[config.mk]
export PLATFORM = sky130hd
export DESIGN_NAME = datetime_to_epoch_count
export DESIGN_NICKNAME = d
export VERILOG_FILES = /design/src/rtl/dtec_pkg.sv /design/src/rtl/dtec_mac.sv /design/src/rtl/datetime_to_epoch_count.sv
export SDC_FILE = /design/constraint.sdc
export NUM_CORES = 1
export LEC_CHECK = 0
export BUFFER_PORTS_ARGS = -buffer_cell sky130_fd_sc_hd__buf_4
export CAP_MARGIN = 20
export CORE_MARGIN = 4
export CORE_UTILIZATION = 55
export DETAILED_ROUTE_END_ITERATION = 7
export GPL_ROUTABILITY_DRIVEN = 0
export PLACE_DENSITY = 0.72
export SLEW_MARGIN = 10
export SYNTH_ARGS = -nofsm -noshare
export SYNTH_HDL_FRONTEND = slang
export SYNTH_HIERARCHICAL = 1
export SYNTH_SLANG_ARGS = --single-unit
[constraint.sdc]
create_clock -name clk -period 24 [get_ports clk]
set_input_delay 4.8 -clock clk [delete_from_list [all_inputs] [get_ports clk]]
set_output_delay 4.8 -clock clk [all_outputs]
set_load 0.01 [all_outputs]
[src/rtl/dtec_pkg.sv]
// Types, constants and small lookup functions for the date to epoch count block.
// Used by the top level and by the shared multiply-accumulate unit.
package dtec_pkg;

  localparam int COUNT_W = 40;
  localparam int YEAR_W  = 14;
  localparam int OPB_W   = 18;

  localparam logic [YEAR_W-1:0] EPOCH_RESET = 14'd1970;

  localparam logic REG_DAY_EPOCH    = 1'b0;
  localparam logic REG_SECOND_EPOCH = 1'b1;

  localparam logic signed [OPB_W-1:0] MUL_ONE      = 18'sd1;
  localparam logic signed [OPB_W-1:0] MUL_NEG_ONE  = -18'sd1;
  localparam logic signed [OPB_W-1:0] MUL_TEN      = 18'sd10;
  localparam logic signed [OPB_W-1:0] MUL_HOURS    = 18'sd24;
  localparam logic signed [OPB_W-1:0] MUL_SIXTY    = 18'sd60;
  localparam logic signed [OPB_W-1:0] MUL_HUNDRED  = 18'sd100;
  localparam logic signed [OPB_W-1:0] MUL_NEG_HUND = -18'sd100;
  localparam logic signed [OPB_W-1:0] MUL_YEAR     = 18'sd365;
  localparam logic signed [OPB_W-1:0] MUL_NEG_YEAR = -18'sd365;
  // 5243 / 2^19 gives an exact quotient by one hundred for any 14-bit value.
  localparam logic signed [OPB_W-1:0] MUL_RECIP100 = 18'sd5243;
  localparam int RECIP_SHIFT = 19;

  typedef enum logic {
    ST_IDLE,
    ST_RUN
  } state_t;

  typedef enum logic [3:0] {
    STEP_YHI,
    STEP_YLO,
    STEP_YEAR,
    STEP_EDIV,
    STEP_EMOD,
    STEP_DBY,
    STEP_DBE,
    STEP_LPE,
    STEP_DOY,
    STEP_DAY,
    STEP_H0,
    STEP_H1,
    STEP_M0,
    STEP_M1,
    STEP_S0,
    STEP_S1
  } step_t;

  function automatic logic nib_bad(input logic [3:0] nib);
    return nib > 4'd9;
  endfunction

  // Days in the months before the given month of a common year.
  function automatic logic [8:0] cum_days(input logic [3:0] month);
    logic [8:0] d;
    case (month)
      4'd2:    d = 9'd31;
      4'd3:    d = 9'd59;
      4'd4:    d = 9'd90;
      4'd5:    d = 9'd120;
      4'd6:    d = 9'd151;
      4'd7:    d = 9'd181;
      4'd8:    d = 9'd212;
      4'd9:    d = 9'd243;
      4'd10:   d = 9'd273;
      4'd11:   d = 9'd304;
      4'd12:   d = 9'd334;
      4'd13:   d = 9'd365;
      default: d = 9'd0;
    endcase
    return d;
  endfunction

  // Leap days in the years before y, given y split into hundreds and remainder.
  function automatic logic [12:0] leaps(input logic [7:0] hi, input logic [6:0] lo,
                                        input logic [YEAR_W-1:0] y);
    logic [14:0] y3;
    logic [8:0]  c100;
    logic [9:0]  c3;
    y3   = {1'b0, y} + 15'd3;
    c100 = {1'b0, hi} + 9'(lo != 7'd0);
    c3   = {1'b0, c100} + 10'd3;
    return y3[14:2] - 13'(c100) + 13'(c3[9:2]);
  endfunction

endpackage

[src/rtl/dtec_mac.sv]
// Shared multiply-accumulate unit of the date to epoch count block.
// Depends on dtec_pkg for operand widths.
module dtec_mac (
  input  logic signed [dtec_pkg::COUNT_W-1:0] op_a,
  input  logic signed [dtec_pkg::OPB_W-1:0]   op_b,
  input  logic signed [dtec_pkg::COUNT_W-1:0] op_c,
  output logic signed [dtec_pkg::COUNT_W-1:0] res
);

  logic signed [dtec_pkg::COUNT_W+dtec_pkg::OPB_W-1:0] prod;

  assign prod = op_a * op_b;
  assign res  = $signed(prod[dtec_pkg::COUNT_W-1:0] + op_c);

endmodule

[src/rtl/datetime_to_epoch_count.sv]
// Top level of the date to epoch count block: sequencer, operand selection and registers.
// Depends on dtec_pkg and instantiates dtec_mac.
//
// Usage
// A request on the in_ channel carries a BCD date and time and a mode bit; it is taken
// at a clock edge with in_valid high and in_stall low. Mode 0 returns the zero-based day
// count since 1 January of the day epoch year, mode 1 the seconds since 1 January of the
// second epoch year. The cfg_ channel writes either epoch year and is always ready.
// A request runs the steps of the shared multiply-accumulate unit, one per cycle unless
// the last step waits on out_stall, up to the day step in days mode and up to the last
// seconds step in seconds mode; out_valid then rises, and only then is a request taken.
// The result sits in an output register, so a request may be accepted while the
// previous result is still held. If the receiver keeps out_stall high when a new result
// is ready, the sequencer waits on its last step and in_stall stays high.
// A bad digit the mode uses or a month over 13 gives format_error with a count of zero.
// Reset returns both epoch years to 1970 and empties the block.
module datetime_to_epoch_count (
  input  logic                             clk,
  input  logic                             rst_n,
  input  logic                             in_valid,
  output logic                             in_stall,
  input  logic                             in_mode,
  input  logic [15:0]                      in_year_bcd,
  input  logic [7:0]                       in_month_bcd,
  input  logic [7:0]                       in_day_bcd,
  input  logic [7:0]                       in_hour_bcd,
  input  logic [7:0]                       in_minute_bcd,
  input  logic [7:0]                       in_second_bcd,
  output logic                             out_valid,
  input  logic                             out_stall,
  output logic signed [dtec_pkg::COUNT_W-1:0] out_count,
  output logic                             out_format_error,
  input  logic                             cfg_valid,
  output logic                             cfg_ready,
  input  logic                             cfg_index,
  input  logic [dtec_pkg::YEAR_W-1:0]      cfg_data
);

  localparam int CW = dtec_pkg::COUNT_W;
  localparam int YW = dtec_pkg::YEAR_W;

  dtec_pkg::state_t state_r, state_nxt;
  dtec_pkg::step_t  step_r, step_nxt;

  logic [YW-1:0] day_epoch_r, second_epoch_r;
  logic [YW-1:0] epoch_r, epoch_nxt;
  logic          mode_r, mode_nxt;
  logic          err_r, err_nxt;
  logic [15:0]   ydig_r, ydig_nxt;
  logic [7:0]    mdig_r, mdig_nxt;
  logic [7:0]    ddig_r, ddig_nxt;
  logic [7:0]    hdig_r, hdig_nxt;
  logic [7:0]    ndig_r, ndig_nxt;
  logic [7:0]    sdig_r, sdig_nxt;
  logic [7:0]    hi_r, hi_nxt;
  logic [6:0]    lo_r, lo_nxt;
  logic [YW-1:0] year_r, year_nxt;
  logic [7:0]    ehi_r, ehi_nxt;
  logic [6:0]    elo_r, elo_nxt;
  logic signed [CW-1:0] acc_r, acc_nxt;

  logic          out_valid_r, out_valid_nxt;
  logic signed [CW-1:0] out_count_r, out_count_nxt;
  logic          out_err_r, out_err_nxt;

  logic signed [CW-1:0]            op_a, op_c, res;
  logic signed [dtec_pkg::OPB_W-1:0] op_b;

  logic          in_bad;
  logic [3:0]    month_idx;
  logic          year_leap;
  logic          leap_adj;
  logic          year_gt;
  logic [10:0]   doy_off;
  dtec_pkg::step_t last_step;
  logic          out_free;
  logic          advance;

  assign cfg_ready        = 1'b1;
  assign in_stall         = (state_r != dtec_pkg::ST_IDLE);
  assign out_valid        = out_valid_r;
  assign out_count        = out_count_r;
  assign out_format_error = out_err_r;

  always_comb begin
    in_bad = dtec_pkg::nib_bad(in_year_bcd[15:12]) || dtec_pkg::nib_bad(in_year_bcd[11:8]) ||
             dtec_pkg::nib_bad(in_year_bcd[7:4])   || dtec_pkg::nib_bad(in_year_bcd[3:0])  ||
             dtec_pkg::nib_bad(in_month_bcd[7:4])  || dtec_pkg::nib_bad(in_month_bcd[3:0]) ||
             dtec_pkg::nib_bad(in_day_bcd[7:4])    || dtec_pkg::nib_bad(in_day_bcd[3:0])   ||
             (in_month_bcd[7:4] > 4'd1) ||
             ((in_month_bcd[7:4] == 4'd1) && (in_month_bcd[3:0] > 4'd3));
    if (in_mode) begin
      in_bad = in_bad ||
               dtec_pkg::nib_bad(in_hour_bcd[7:4])   || dtec_pkg::nib_bad(in_hour_bcd[3:0])   ||
               dtec_pkg::nib_bad(in_minute_bcd[7:4]) || dtec_pkg::nib_bad(in_minute_bcd[3:0]) ||
               dtec_pkg::nib_bad(in_second_bcd[7:4]) || dtec_pkg::nib_bad(in_second_bcd[3:0]);
    end
  end

  assign month_idx = (mdig_r[7:4] == 4'd1) ? 4'(4'd10 + mdig_r[3:0]) : mdig_r[3:0];
  assign year_leap = (lo_r == 7'd0) ? (hi_r[1:0] == 2'd0) : (lo_r[1:0] == 2'd0);
  assign leap_adj  = year_leap && (month_idx > 4'd2);
  assign year_gt   = year_r > epoch_r;
  assign doy_off   = 11'(ddig_r[3:0]) + 11'(dtec_pkg::cum_days(month_idx)) +
                     11'(leap_adj) - 11'd1;
  assign last_step = mode_r ? dtec_pkg::STEP_S1 : dtec_pkg::STEP_DAY;
  assign out_free  = !out_valid_r || !out_stall;
  assign advance   = (step_r != last_step) || out_free;

  always_comb begin
    op_a = '0;
    op_b = dtec_pkg::MUL_ONE;
    op_c = '0;
    case (step_r)
      dtec_pkg::STEP_YHI: begin
        op_a = {36'd0, ydig_r[15:12]};
        op_b = dtec_pkg::MUL_TEN;
        op_c = {36'd0, ydig_r[11:8]};
      end
      dtec_pkg::STEP_YLO: begin
        op_a = {36'd0, ydig_r[7:4]};
        op_b = dtec_pkg::MUL_TEN;
        op_c = {36'd0, ydig_r[3:0]};
      end
      dtec_pkg::STEP_YEAR: begin
        op_a = {32'd0, hi_r};
        op_b = dtec_pkg::MUL_HUNDRED;
        op_c = {33'd0, lo_r};
      end
      dtec_pkg::STEP_EDIV: begin
        op_a = {26'd0, epoch_r};
        op_b = dtec_pkg::MUL_RECIP100;
      end
      dtec_pkg::STEP_EMOD: begin
        op_a = {32'd0, ehi_r};
        op_b = dtec_pkg::MUL_NEG_HUND;
        op_c = {26'd0, epoch_r};
      end
      dtec_pkg::STEP_DBY: begin
        op_a = {26'd0, year_r};
        op_b = dtec_pkg::MUL_YEAR;
        op_c = {27'd0, dtec_pkg::leaps(hi_r, lo_r, year_r)};
      end
      dtec_pkg::STEP_DBE: begin
        op_a = {26'd0, epoch_r};
        op_b = dtec_pkg::MUL_NEG_YEAR;
        op_c = acc_r;
      end
      dtec_pkg::STEP_LPE: begin
        op_a = {27'd0, dtec_pkg::leaps(ehi_r, elo_r, epoch_r)};
        op_b = dtec_pkg::MUL_NEG_ONE;
        op_c = acc_r;
      end
      dtec_pkg::STEP_DOY: begin
        op_a = year_gt ? acc_r : '0;
        op_b = dtec_pkg::MUL_ONE;
        op_c = {{29{doy_off[10]}}, doy_off};
      end
      dtec_pkg::STEP_DAY: begin
        op_a = {36'd0, ddig_r[7:4]};
        op_b = dtec_pkg::MUL_TEN;
        op_c = acc_r;
      end
      dtec_pkg::STEP_H0: begin
        op_a = acc_r;
        op_b = dtec_pkg::MUL_HOURS;
        op_c = {36'd0, hdig_r[3:0]};
      end
      dtec_pkg::STEP_H1: begin
        op_a = {36'd0, hdig_r[7:4]};
        op_b = dtec_pkg::MUL_TEN;
        op_c = acc_r;
      end
      dtec_pkg::STEP_M0: begin
        op_a = acc_r;
        op_b = dtec_pkg::MUL_SIXTY;
        op_c = {36'd0, ndig_r[3:0]};
      end
      dtec_pkg::STEP_M1: begin
        op_a = {36'd0, ndig_r[7:4]};
        op_b = dtec_pkg::MUL_TEN;
        op_c = acc_r;
      end
      dtec_pkg::STEP_S0: begin
        op_a = acc_r;
        op_b = dtec_pkg::MUL_SIXTY;
        op_c = {36'd0, sdig_r[3:0]};
      end
      dtec_pkg::STEP_S1: begin
        op_a = {36'd0, sdig_r[7:4]};
        op_b = dtec_pkg::MUL_TEN;
        op_c = acc_r;
      end
      default: begin
        op_a = '0;
      end
    endcase
  end

  dtec_mac u_mac (
    .op_a (op_a),
    .op_b (op_b),
    .op_c (op_c),
    .res  (res)
  );

  always_comb begin
    state_nxt     = state_r;
    step_nxt      = step_r;
    epoch_nxt     = epoch_r;
    mode_nxt      = mode_r;
    err_nxt       = err_r;
    ydig_nxt      = ydig_r;
    mdig_nxt      = mdig_r;
    ddig_nxt      = ddig_r;
    hdig_nxt      = hdig_r;
    ndig_nxt      = ndig_r;
    sdig_nxt      = sdig_r;
    hi_nxt        = hi_r;
    lo_nxt        = lo_r;
    year_nxt      = year_r;
    ehi_nxt       = ehi_r;
    elo_nxt       = elo_r;
    acc_nxt       = acc_r;
    out_valid_nxt = out_valid_r && out_stall;
    out_count_nxt = out_count_r;
    out_err_nxt   = out_err_r;
    case (state_r)
      dtec_pkg::ST_IDLE: begin
        if (in_valid) begin
          state_nxt = dtec_pkg::ST_RUN;
          step_nxt  = dtec_pkg::STEP_YHI;
          mode_nxt  = in_mode;
          err_nxt   = in_bad;
          epoch_nxt = in_mode ? second_epoch_r : day_epoch_r;
          ydig_nxt  = in_year_bcd;
          mdig_nxt  = in_month_bcd;
          ddig_nxt  = in_day_bcd;
          hdig_nxt  = in_hour_bcd;
          ndig_nxt  = in_minute_bcd;
          sdig_nxt  = in_second_bcd;
        end
      end
      dtec_pkg::ST_RUN: begin
        if (advance) begin
          case (step_r)
            dtec_pkg::STEP_YHI:  hi_nxt   = res[7:0];
            dtec_pkg::STEP_YLO:  lo_nxt   = res[6:0];
            dtec_pkg::STEP_YEAR: year_nxt = res[YW-1:0];
            dtec_pkg::STEP_EDIV: ehi_nxt  = res[dtec_pkg::RECIP_SHIFT+7:dtec_pkg::RECIP_SHIFT];
            dtec_pkg::STEP_EMOD: elo_nxt  = res[6:0];
            default:             acc_nxt  = res;
          endcase
          if (step_r == last_step) begin
            state_nxt     = dtec_pkg::ST_IDLE;
            out_valid_nxt = 1'b1;
            out_count_nxt = err_r ? '0 : res;
            out_err_nxt   = err_r;
          end else begin
            step_nxt = dtec_pkg::step_t'(step_r + 4'd1);
          end
        end
      end
      default: begin
        state_nxt = dtec_pkg::ST_IDLE;
      end
    endcase
  end

  always_ff @(posedge clk) begin
    if (!rst_n) begin
      state_r        <= dtec_pkg::ST_IDLE;
      step_r         <= dtec_pkg::STEP_YHI;
      out_valid_r    <= 1'b0;
      day_epoch_r    <= dtec_pkg::EPOCH_RESET;
      second_epoch_r <= dtec_pkg::EPOCH_RESET;
    end else begin
      state_r     <= state_nxt;
      step_r      <= step_nxt;
      out_valid_r <= out_valid_nxt;
      if (cfg_valid && cfg_ready) begin
        if (cfg_index == dtec_pkg::REG_DAY_EPOCH) begin
          day_epoch_r <= cfg_data;
        end
        if (cfg_index == dtec_pkg::REG_SECOND_EPOCH) begin
          second_epoch_r <= cfg_data;
        end
      end
    end
  end

  always_ff @(posedge clk) begin
    epoch_r     <= epoch_nxt;
    mode_r      <= mode_nxt;
    err_r       <= err_nxt;
    ydig_r      <= ydig_nxt;
    mdig_r      <= mdig_nxt;
    ddig_r      <= ddig_nxt;
    hdig_r      <= hdig_nxt;
    ndig_r      <= ndig_nxt;
    sdig_r      <= sdig_nxt;
    hi_r        <= hi_nxt;
    lo_r        <= lo_nxt;
    year_r      <= year_nxt;
    ehi_r       <= ehi_nxt;
    elo_r       <= elo_nxt;
    acc_r       <= acc_nxt;
    out_count_r <= out_count_nxt;
    out_err_r   <= out_err_nxt;
  end

endmodule

# ---- Word-level counts from Yosys, hierarchy flattened
# Memory sizes are Yosys's and may differ from the RTL's.
# Index checks and enable logic that the tools add are counted.
dict set report totals {
  register_bits 231
  mem_bits_ro 144
  input_bits 77
  out_inout_bits 44
  word_cells 148
  memories 1
}
dict set report op_classes {
  add_sub_neg 16
  n_mul 1
  magnitude_cmp 18
  eq_ne 22
  muxes 20
  n_bitwise 3
  reduce_logical 45
}
# name words word_bits read_ports rd_clocked_by_memory_dff wr line_no
set memory_table {}
lappend memory_table {{(no name shown)} 16 9 1 0 0 dtec_pkg.sv:58} ;# case (month)
# operator n
set ops {}
lappend ops {{40-bit case mux with 13 select lines} 1}
lappend ops {{40-bit case mux with 10 select lines} 1}
lappend ops {{18-bit case mux with 10 select lines} 1}
lappend ops {{4-bit greater-than comparator, second input constant} 14}
lappend ops {{40-bit adder} 1}
lappend ops {{40-bit by 18-bit multiplier with 40-bit output} 1}
lappend ops {{40-bit two-way mux} 1}
lappend ops {{4-bit equality test, second input constant} 8}
lappend ops {{14-bit by 2-bit adder with 15-bit output, second input constant} 2}
lappend ops {{13-bit by 8-bit adder with 13-bit output} 2}
lappend ops {{13-bit by 9-bit subtractor with 13-bit output} 2}
lappend ops {{3-bit AND reduction} 8}
lappend ops {{9-bit by 2-bit adder with 10-bit output, second input constant} 2}
lappend ops {{8-bit by 1-bit adder with 9-bit output} 2}
lappend ops {{1-bit logical OR} 17}
lappend ops {{4-bit by 3-bit equality test with 1-bit output, second input constant} 4}
lappend ops {{4-bit two-way mux} 4}
lappend ops {{14-bit greater-than comparator} 1}
lappend ops {{14-bit two-way mux} 1}
lappend ops {{7-bit nonzero test} 2}
lappend ops {{4-bit by 1-bit equality test with 1-bit output, second input constant} 3}
lappend ops {{6-bit OR reduction} 2}
lappend ops {{10-bit by 1-bit adder with 11-bit output} 1}
lappend ops {{11-bit by 1-bit subtractor with 11-bit output, second input constant} 1}
lappend ops {{other kinds (24)} 43}

# ---- Longest topological paths before layout
# Gate-level depths: netlist of the first run.
dict set report logic_depth {
  depth_word 17
  mapped_depth 43
  mapped_depth_nobuf 42
}

# ---- Cells and area by module
# The synthesis of the first run kept the hierarchy.
# module instances cells_per_inst area_each_um2 seq_area_each_um2
set modules_own_cells {}
lappend modules_own_cells {dtec_mac 1 2018 17913.4 0.0}
lappend modules_own_cells {datetime_to_epoch_count 1 1240 13127.6 6596.3}

# ---- Least setup slack after synthesis of the first run
# No wires, ideal clock.
dict set report synth_timing {
  path_kind {reg-to-reg}
  start {register elo_r[2]}
  end {register out_count_r[38], in the netlist out_count[38] (data pin)}
  setup_time_ps 141
  arrival_ps 10451
  t_required_ps 23859
  slack_ps 13408
  path_stages_with_launch 40
  path_buffers 1
  synth_period_minus_slack_ps 10592
  path_cell_list {edfxtp_1 > nor4_1 > nand2_1 > ha_1 > ha_1 > xnor2_1 > nor2_1 > nand3_1 > nor3_1 > nand2b_1 > fa_1 > inv_1 > ha_1 > a2111oi_0 > o21ai_0 > a41o_1 > o31ai_1 > xor2_1 > (+4 left out) > fa_1 > fa_1 > inv_1 > fa_1 > fa_1 > fa_1 > fa_1 > ha_1 > a21oi_1 > nor2_1 > a211oi_1 > o22ai_1 > a221oi_2 > a31oi_1 > o21ai_2 > or4b_1 > o211ai_1 > nor2b_1}
}
dict set report synth_between {
  elab_chain_cells 7
  elab_cells_between_ends 8
  cone_classes {add/sub (5); mul (1); mux (1); reduce/logical (1)}
}
# element line_no
set synth_rtl {}
lappend synth_rtl {{from (decl)} datetime_to_epoch_count.sv:59} ;# logic [6:0] elo_r, elo_nxt;
lappend synth_rtl {{from (signal assigned)} datetime_to_epoch_count.sv:306} ;# elo_r <= elo_nxt;
lappend synth_rtl {{7-bit nonzero test (*)} dtec_pkg.sv:83} ;# c100 = {1'b0, hi} + 9'(lo != 7'd0);
lappend synth_rtl {{8-bit by 1-bit adder with 9-bit output (*)} dtec_pkg.sv:83}
lappend synth_rtl {{13-bit by 9-bit subtractor with 13-bit output or 9-bit by 2-bit adder with 10-bit output (tied branches)} {dtec_pkg.sv:85, dtec_pkg.sv:84}}
lappend synth_rtl {{13-bit by 8-bit adder with 13-bit output (*)} dtec_pkg.sv:85} ;# return y3[14:2] - 13'(c100) + 13'(c3[9:2]);
lappend synth_rtl {{40-bit case mux with 13 select lines (*)} datetime_to_epoch_count.sv:114} ;# case (step_r)
lappend synth_rtl {{named net op_a[12]} datetime_to_epoch_count.sv:66} ;# logic signed [CW-1:0] op_a, op_c, res;
lappend synth_rtl {{40-bit by 18-bit multiplier with 40-bit output (*)} dtec_mac.sv:12} ;# assign prod = op_a * op_b;
lappend synth_rtl {{40-bit adder (*)} dtec_mac.sv:13} ;# assign res = $signed(prod[dtec_pkg::COUNT_W-1:0] + op_c);
lappend synth_rtl {{named net res[38]} datetime_to_epoch_count.sv:66}
lappend synth_rtl {{to (signal assigned)} datetime_to_epoch_count.sv:308} ;# out_count_r <= out_count_nxt;
lappend synth_rtl {{to (decl)} datetime_to_epoch_count.sv:63} ;# logic signed [CW-1:0] out_count_r, out_count_nxt;
# The timed path passes the listed nets; every way through them passes the cells marked *.
# A chain may end at the register's enable or synchronous reset.

# ---- Worst setup path after layout of the first run
# Ends and elaborated chain as after synthesis.

==> reports/qor.yml, run 1 <==
drt_iter0_drc: 1826
layout.cells.non_filler: 4056
vias: 22900
die_h_um: 246
synth_area_sq_um: 31000
yosysTopAreaCellShare_pct: 33.2
status: "finished, final reports clean"
fin_util_pct: 60.4
wire_per_inst_um: 19.6
power_frac_comb_pct: 32.1
yosysUniqueCellTypes: 76
root_buffer: "clkbuf_16"
grt_util_all_layers_pct: 27.0
cp_top_family: "adder cells"
synth_ff_type: "edfxtp_1"
portBuffers: 119
viasPerCell: 5.64
drt_wl_total_mm: 79.3
worstHoldStart: "second_epoch_r[1]$_SDFFE_PN1P_"
synthCells: 3258
nets: 4071
fillCellCount: 4702
post_cts_buffers: 0
p_leak_nw: 15.3
max-vdd-ir-drop_mv: 0.0698
clock_path_buffers: 3
setup_viol: 0
grt_max_degree: 198
antenna_left: 0
cp_data_required_time_ps: 24420
ios: 121
crit_buf_inv: 4
synth-async-reset-ratio_pct: 0
die_area_sq_um: 60300
worst-path-max-fanout: 18
critical-path-max-stage-delay_ps: 580
dpl-instance-area_sq_um: 32600
fin_area_sq_um: 33500
yosys_warnings: 6
worst-r2r-setup-slack_ps: 12040
p_sw_mw: 0.459
cpMostUsedCell: "fa_1"
ys_seq_area_share_pct: 21.3
start_util_pct: 55.9
route.detailed.drc: 0
rsz0062_at_grt: "no"
synth_seq_cells: 231
die_width_um: 246
syn_avg_cell_area_sq_um: 9.53
fmax_ghz: 0.0836
holdPathEnd: "second_epoch_r[1]$_SDFFE_PN1P_"
cts_inserted_buffers: 25
clk_latency_ps: 570
switching_share_pct: 34.1
postCtsHoldBufs: 0
grt_antenna_before_repair: 2
timing.rr.end: "out_count[38]$_SDFFCE_PP0P_"
maxCapViolations: 0
drv_slew: 0
fin_crit_ps: 11960
hold_viol: 0
core_area_sq_um: 55500
cts_sinks: 231
worstMarginPinSlew_ps: 1100
clkTransAtPathRegs_ps: 60
synthTopCellsByCount: "inv_1, nand2_1, fa_1"
post-place-cells: 4008
syn_to_final_growth_pct: 7.96
firstDrtPassIters: 7
worstSetupStartpointType: "register"
yosysMostFrequentCell: "inv_1"
grt_remaining_overflow: 0
first_global_vias: 24700
cts_max_level: 1
synth_edf_count: 197
dp_hpwl_mm: 61.7
hold_class: "reg2reg"
power_density_nw_per_um2: 40.1
rr_startpoint: "elo_r[2]$_DFFE_PP_"
period_share_pct: 49.9
rows: 86
arrival_ps: 12380
slew_headroom_pct: 26.3
fin_worst_hold_slack_ps: 468
worstSetupEndpointType: "register"
synth_area_leaders: "fa_1, edfxtp_1, ha_1, inv_1, nand2_1"
ctsResizeCount: 0
slowest_stage: "o41ai_1"
fin_setup_tns_ps: 0
intPower_mw: 0.885
reg2reg_depth: 39
yosysTopAreaCell: "fa_1"
fin_skew_ps: 13.7
grt_pass1_wl_mm: 129
critPathKind: "reg2reg"
clkPwrFrac_pct: 31.4
antenna_cells: 0
hold_depth: 2
cts_tree: "built"
p_seq_share_pct: 36.5
layout-drive-gt1-share_pct: 7.38
worst reg2reg max path: cells and delay by family, from the launching register on:
family	cells	cell delay, ps
AOI/OAI and AO/OA	11	3460
adders and majority gates	12	4750
DFF	1	370
and+or+nand+nor	10	2720
buffers and inverters	4	250
xor gates and xnor gates	2	290
stage by stage:
stage | power [mW] | worst slack, ps
CTS | 1.34 | 12120
finish | 1.34 | 12040
detailed placement | 0.918 | 12230
floorplan | 0.783 | 13410
global placement | 0.905 | 12640
global route | 1.41 | 11070
flip-flops by register name, indices dropped and copies added (netlist names), 4 cells and up:
| name | count |
|---|---|
| second_epoch_r | 14 |
| sdig_r | 8 |
| acc_r | 40 |
| hdig_r | 8 |
| hi_r | 8 |
| epoch_r | 14 |
| out_count | 40 |
| mdig_r | 8 |
| step_r | 4 |
| ydig_r | 16 |
| lo_r | 7 |
| year_r | 14 |
| ehi_r | 8 |
| ndig_r | 8 |
| day_epoch_r | 14 |
| ddig_r | 8 |
| elo_r | 7 |
layer usage:
| layer | vias up | part of all wire (%) | wire length [um] | global-route usage (%) |
|---|---|---|---|---|
| met1 | 11500 | 41 | 32300 | 36.6 |
| met5 | - | 0.028 | 22 | 0 |
| met4 | 4 | 3.7 | 2910 | 8.94 |
| met2 | 962 | 47 | 36900 | 43.5 |
| li1 | 10200 | - | - | - |
| met3 | 180 | 9.0 | 7150 | 6.25 |
area by class of cell:
type / count / area (sq um) / area share [%]
multi-input cells: 2285 / 21700 / 64.8
flip-flops and latches: 231 / 6600 / 19.7
inverters: 598 / 2240 / 6.70
repair buffers: 148 / 1120 / 3.35
well taps: 748 / 936 / 2.79
clock buffers: 26 / 629 / 1.88
clock inverters: 20 / 256 / 0.765
cells by family after synthesis:
group	Yosys count	share of synthesized area, %
adders and majority gates	705	40.9
buffers and inverters	743	9.09
other	2	0.0242
muxes	27	0.975
and+or+nand+nor	1069	16.4
xor gates and xnor gates	143	4.03
AOI/OAI and AO/OA	338	7.37
DFF	231	21.3
worst max-delay path by stage:
stage,start,endpoint,slack (ps),depth (start not counted)
after floorplan,elo_r[2]$_DFFE_PP_,out_count[38]$_SDFFCE_PP0P_,13410,39
after global placement,elo_r[2]$_DFFE_PP_,out_count[38]$_SDFFCE_PP0P_,12640,41
after detailed placement,elo_r[2]$_DFFE_PP_,out_count[38]$_SDFFCE_PP0P_,12230,39
after CTS,elo_r[2]$_DFFE_PP_,out_count[38]$_SDFFCE_PP0P_,12120,39
after global routing,elo_r[2]$_DFFE_PP_,out_count[38]$_SDFFCE_PP0P_,11070,39
final,elo_r[2]$_DFFE_PP_,out_count[38]$_SDFFCE_PP0P_,12040,39
power by group through the flow:
| stage | Sequential, mW | Clock [mW] | Combinational, mW |
|---|---|---|---|
| 2_1_floorplan | 0.491 | 0 | 0.292 |
| 3_3_place_gp | 0.498 | 0 | 0.407 |
| 3_5_place_dp | 0.498 | 0 | 0.419 |
| 4_1_cts | 0.490 | 0.428 | 0.424 |
| 5_1_grt | 0.492 | 0.441 | 0.474 |
| 6_report | 0.491 | 0.422 | 0.431 |
cells in the final DEF, fill, tap and decap left out, types with 11 or more instances in the layout:
cell type and instances:
fa_1 515, and2_1 226, o21ai_0 63, a31oi_1 12, nand3_1 55, a22oi_1 15, nand4_1 14, nor2b_1 66
edfxtp_1 197, a21boi_0 17, mux2_2 16, inv_1 597, a21oi_1 79, nor2_1 76, buf_4 147, dfxtp_1 34
nand2b_1 20, o211ai_1 13, nor3_1 24, clkbuf_16 25, ha_1 190, xor2_1 40, xnor2_1 103, a211oi_1 14
nand2_1 540, a21o_1 20, a222oi_1 15, o21a_1 11
Power figures use the tool's default switching activity.
==> run 2: changes to the inputs <==
PLACE_DENSITY = 0.75   (was 0.72)
clock period = 10.3 ns   (was 24 ns; I/O delays follow)
==> reports/qor.yml, run 2 (same netlist as run 1, synthesis figures left out) <==
fin_setup_tns_ps: -3390
die_width_um: 246
slowest_stage: "fa_1"
die_area_sq_um: 60300
root_buffer: "clkbuf_16"
setup_viol: 32
fin_crit_ps: 10580
antenna_left: 0
fin_skew_ps: 33.8
hold_class: "reg2reg"
route.detailed.drc: 0
first_global_vias: 24100
antenna_cells: 0
cpMostUsedCell: "fa_1"
layout-drive-gt1-share_pct: 16.6
fmax_ghz: 0.0945
grt_remaining_overflow: 0
p_sw_mw: 1.07
clkPwrFrac_pct: 30.4
grt_antenna_before_repair: 4
postCtsHoldBufs: 0
setup_slack_ps: -283
clock_path_buffers: 3
clk_latency_ps: 580
slew_headroom_pct: 32.1
final_common_cell: "inv_1"
rr_startpoint: "elo_r[6]$_DFFE_PP_"
hold_viol: 0
nets: 4246
worstMarginPinSlew_ps: 1010
max-vdd-ir-drop_mv: 0.146
worst-r2r-setup-slack_ps: -280
drt_iter0_drc: 2262
period_share_pct: 103
ios: 121
cp_data_required_time_ps: 10600
cts_max_level: 1
vias: 23900
worstHoldStart: "second_epoch_r[3]$_SDFFE_PN0P_"
viasPerCell: 5.64
power_frac_comb_pct: 33.1
mostFrequentLayoutCells: "inv_1, nand2_1, fa_1"
post-place-cells: 4152
rows: 86
core_area_sq_um: 55500
critical-path-max-stage-delay_ps: 560
startpoint: "elo_r[6]$_DFFE_PP_"
grt_util_all_layers_pct: 26.5
rsz0062_at_grt: "yes"
arrival_ps: 10890
p_seq_share_pct: 36.6
portBuffers: 119
syn_to_final_growth_pct: 15.7
power_density_nw_per_um2: 86.8
status: "finished, violations left"
cts_tree: "built"
drt_wl_total_mm: 82.4
worstSetupStartpointType: "register"
total_power_mw: 3.12
switching_share_pct: 34.3
p_leak_nw: 16.3
grt_pass1_wl_mm: 127
firstDrtPassIters: 6
critPathKind: "reg2reg"
die_h_um: 246
intPower_mw: 2.05
worst-path-max-fanout: 4
maxCapViolations: 0
cts_inserted_buffers: 25
drv_slew: 0
failed_checks: "negative setup slack"
layout.cells.non_filler: 4231
worstSetupEndpointType: "register"
grt_max_degree: 65
cts_sinks: 231
dp_hpwl_mm: 61.6
start_util_pct: 55.9
clkTransAtPathRegs_ps: 60
wire_per_inst_um: 19.5
==> run 2: cell count changes in the layout (fill, tap and decap cells not counted), sizes merged <==
| cell | previous run | this run |
|---|---|---|
| buf | 148 | 322 |
| bufinv | 5 | 3 |
| clkbuf | 26 | 34 |
| clkinv | 12 | 6 |
| clkinvlp | 2 | 0 |
| inv | 599 | 602 |
==> run 2: final timing paths <==
check,to,cells past startpoint
max,out_count[22]$_SDFFCE_PP0P_,44
min,second_epoch_r[3]$_SDFFE_PN0P_,2
max reg2reg,out_count[22]$_SDFFCE_PP0P_,44
min reg2reg,second_epoch_r[3]$_SDFFE_PN0P_,2
==> run 2: area by class of cell <==
| class | count | area [sq um] |
|---|---|---|
| multi-input combinational | 2285 | 22700 |
| sequential | 231 | 6600 |
| clock buffer | 33 | 656 |
| clock inverter | 13 | 175 |
| tap | 748 | 936 |
| fill | 4379 | 19600 |
| inverter | 598 | 2240 |
| timing repair buffer | 323 | 2630 |
==> run 2: metal layers <==
| layer | part of all wire (%) | routed length, um | GRT usage, % | vias to the layer above |
|---|---|---|---|---|
| met5 | 0.015 | 12 | 0 | - |
| met2 | 48 | 39400 | 42.8 | 1015 |
| met4 | 3.0 | 2470 | 6.84 | 2 |
| met1 | 40 | 32800 | 37.3 | 12100 |
| li1 | - | - | - | 10600 |
| met3 | 9.4 | 7720 | 5.22 | 191 |
==> run 2: critical path, delay by kind of cell, from the launching register on <==
family	cells	cell delay, ps
AOI/OAI and AO/OA	9	2300
xor gates and xnor gates	3	500
adders and majority gates	12	4560
buffers and inverters	8	780
DFF	1	380
and+or+nand+nor	12	1800
==> run 2: power by group through the flow <==
stage | clock network (mW) | registers (mW) | logic, mW
after floorplan | 0 | 1.14 | 0.681
after global placement | 0 | 1.16 | 0.954
after detailed placement | 0 | 1.16 | 0.964
after CTS | 0.954 | 1.14 | 0.977
after global routing | 0.994 | 1.14 | 1.14
final | 0.947 | 1.14 | 1.03
==> run 2: timing repair <==
action,in CTS,in global routing
pin swaps,8,156
resized for setup,16,217
setup endpoints to repair,41,52
buffers inserted,1,34
cloned,0,2
==> run 2: through the flow <==
stage	setup WS, ps	utilization, %	instance area (sq um)	hold slack, ps
6_report	-283	64.7	35900	460
5_1_grt	-621	64.7	35900	483
4_1_cts	7.25	62.4	34700	462
3_5_place_dp	-442	60.8	33800	451
3_3_place_gp	-155	60.8	33800	443
2_1_floorplan	6.78	-	31000	435
==> run 3: changes to the inputs <==
ABC_AREA = 1   (was not set)
==> reports/qor.yml, run 3 <==
status: "finished, final reports clean"
hold_class: "reg2reg"
grt_util_all_layers_pct: 27.1
fin_crit_ps: 9770
yosysTopAreaCell: "fa_1"
antenna_cells: 0
clock_path_buffers: 3
dp_slack_ps: 192
antenna_left: 0
p_sw_mw: 1.29
power_frac_comb_pct: 36.9
clkTransAtPathRegs_ps: 60
synth_seq_cells: 231
postCtsHoldBufs: 0
period_share_pct: 94.8
synth_ff_type: "edfxtp_1"
p_leak_nw: 18.6
worst-r2r-setup-slack_ps: 530
wire_per_inst_um: 17.6
first_global_vias: 26200
post-place-cells: 4813
synthCells: 4028
rows: 88
cts_max_level: 1
cts_tree: "built"
power_density_nw_per_um2: 95.6
max-vdd-ir-drop_mv: 0.134
firstDrtPassIters: 5
hold_viol: 0
switching_share_pct: 38.5
intPower_mw: 2.07
final_common_cell: "inv_1"
grt_antenna_before_repair: 0
vias: 26200
clk_latency_ps: 580
fin_worst_hold_slack_ps: 447
cts_inserted_buffers: 25
critPathKind: "reg2reg"
clkPwrFrac_pct: 28.0
worstSetupStartpointType: "register"
syn_to_final_growth_pct: 8.11
route.detailed.drc: 0
cpMostUsedCell: "nand2_1"
slowest_stage: "fa_1"
worstMarginPinSlew_ps: 1050
mostFrequentLayoutCells: "inv_1, nand2_1, fa_1"
synth-async-reset-ratio_pct: 0
cp_data_required_time_ps: 10600
start_util_pct: 55.9
portBuffers: 119
yosysTopAreaCellShare_pct: 31.7
maxCapViolations: 0
drv_slew: 0
synth_edf_count: 197
layout.cells.non_filler: 4861
worstSetupEndpointType: "register"
core_area_sq_um: 58100
synth_area_leaders: "fa_1, edfxtp_1, inv_1, nand2_1, ha_1"
layout-drive-gt1-share_pct: 7.37
grt_pass1_wl_mm: 137
fin_skew_ps: 25.5
drt_iter0_drc: 2590
p_seq_share_pct: 35.1
die_width_um: 251
rsz0062_at_grt: "no"
arrival_ps: 10070
fin_setup_tns_ps: 0
ys_seq_area_share_pct: 20.3
worst-path-max-fanout: 17
critical-path-max-stage-delay_ps: 580
synth_area_sq_um: 32500
grt_remaining_overflow: 0
yosys_warnings: 6
syn_avg_cell_area_sq_um: 8.06
fmax_ghz: 0.102
die_h_um: 251
synthTopCellsByCount: "inv_1, nand2_1, fa_1"
drt_wl_total_mm: 85.4
die_area_sq_um: 63000
ios: 121
setup_viol: 0
nets: 4859
yosysUniqueCellTypes: 60
viasPerCell: 5.39
cts_sinks: 231
yosysMostFrequentCell: "inv_1"
setup_slack_ps: 531
slew_headroom_pct: 29.6
root_buffer: "clkbuf_16"
dp_hpwl_mm: 68.8
grt_max_degree: 71
-- run 3: changes by cell type after synthesis, moves of 67 or more --
cell and delta:
xnor2_1 -86, nand2_1 +469, nor2_1 +150, nor2b_1 -67
nand3_1 +76, inv_1 +458, and2_1 -226
-- run 3: cell type report --
| type | count | area [sq um] |
|---|---|---|
| clock inverter | 16 | 134 |
| fill | 5140 | 23000 |
| inverter | 1061 | 3990 |
| timing repair buffer | 177 | 1350 |
| multi-input combinational | 2581 | 21400 |
| tap | 765 | 957 |
| sequential | 231 | 6600 |
| clock buffer | 30 | 707 |
-- run 3: what timing repair did --
item	in CTS	in global routing
buffers inserted	0	1
endpoints found under the setup margin	0	61
gates resized for setup	0	20
hold endpoints to repair	0	0
-- run 3: through the flow --
step           area, sq um  util [%]  power [mW]
6_report             35100      60.4        3.36
5_1_grt              35100      60.4        3.54
4_1_cts              35000      60.2        3.33
3_5_place_dp         34200      58.8        2.39
3_3_place_gp         34100      58.7        2.38
2_1_floorplan        32500         -        2.01
-- run 3: logic make-up (layout without fill, tap and decap cells) --
logic type               count (synthesis)  after routing  share of synthesized area [%]
AND/OR/NAND/NOR                       1479           1480                           18.6
AO/OA/AOI/OAI                          333            333                           6.07
adder cells (fa/ha/maj)                705            705                           39.1
flip-flops                             231            231                           20.3
XOR/XNOR                                60             60                           1.62
buffers and inverters                 1218           1284                           14.3
other                                    2              3                         0.0231
-- run 3: worst paths after layout --
kind,startpoint,end,cells past startpoint
setup / recovery,elo_r[1]$_DFFE_PP_,out_count[34]$_SDFFCE_PP0P_,45
hold / removal,day_epoch_r[12]$_SDFFE_PN0P_,day_epoch_r[12]$_SDFFE_PN0P_,2
setup reg to reg,elo_r[1]$_DFFE_PP_,out_count[34]$_SDFFCE_PP0P_,45
hold reg to reg,day_epoch_r[12]$_SDFFE_PN0P_,day_epoch_r[12]$_SDFFE_PN0P_,2
-- run 3: power by group through the flow --
stage	Clock (mW)	Combinational (mW)	Sequential, mW
final	0.939	1.24	1.18
after global routing	0.983	1.37	1.18
after floorplan	0	0.831	1.18
after CTS	0.946	1.21	1.18
after global placement	0	1.18	1.20
after detailed placement	0	1.19	1.20
-- run 3: layer usage --
layer,wire length (um),track usage (%),share of wire (%)
met1,35500,39.0,42
met2,38900,43.1,46
met3,8810,5.36,10
met4,2180,5.82,2.6
met5,0,0,0
-- run 3: critical path, delay by kind of cell (launching register included) --
family | cells | cell delay [ps]
AOI/OAI and AO/OA | 4 | 810
adders and majority gates | 12 | 4930
buffers and inverters | 7 | 580
DFF | 1 | 360
and+or+nand+nor | 22 | 2830
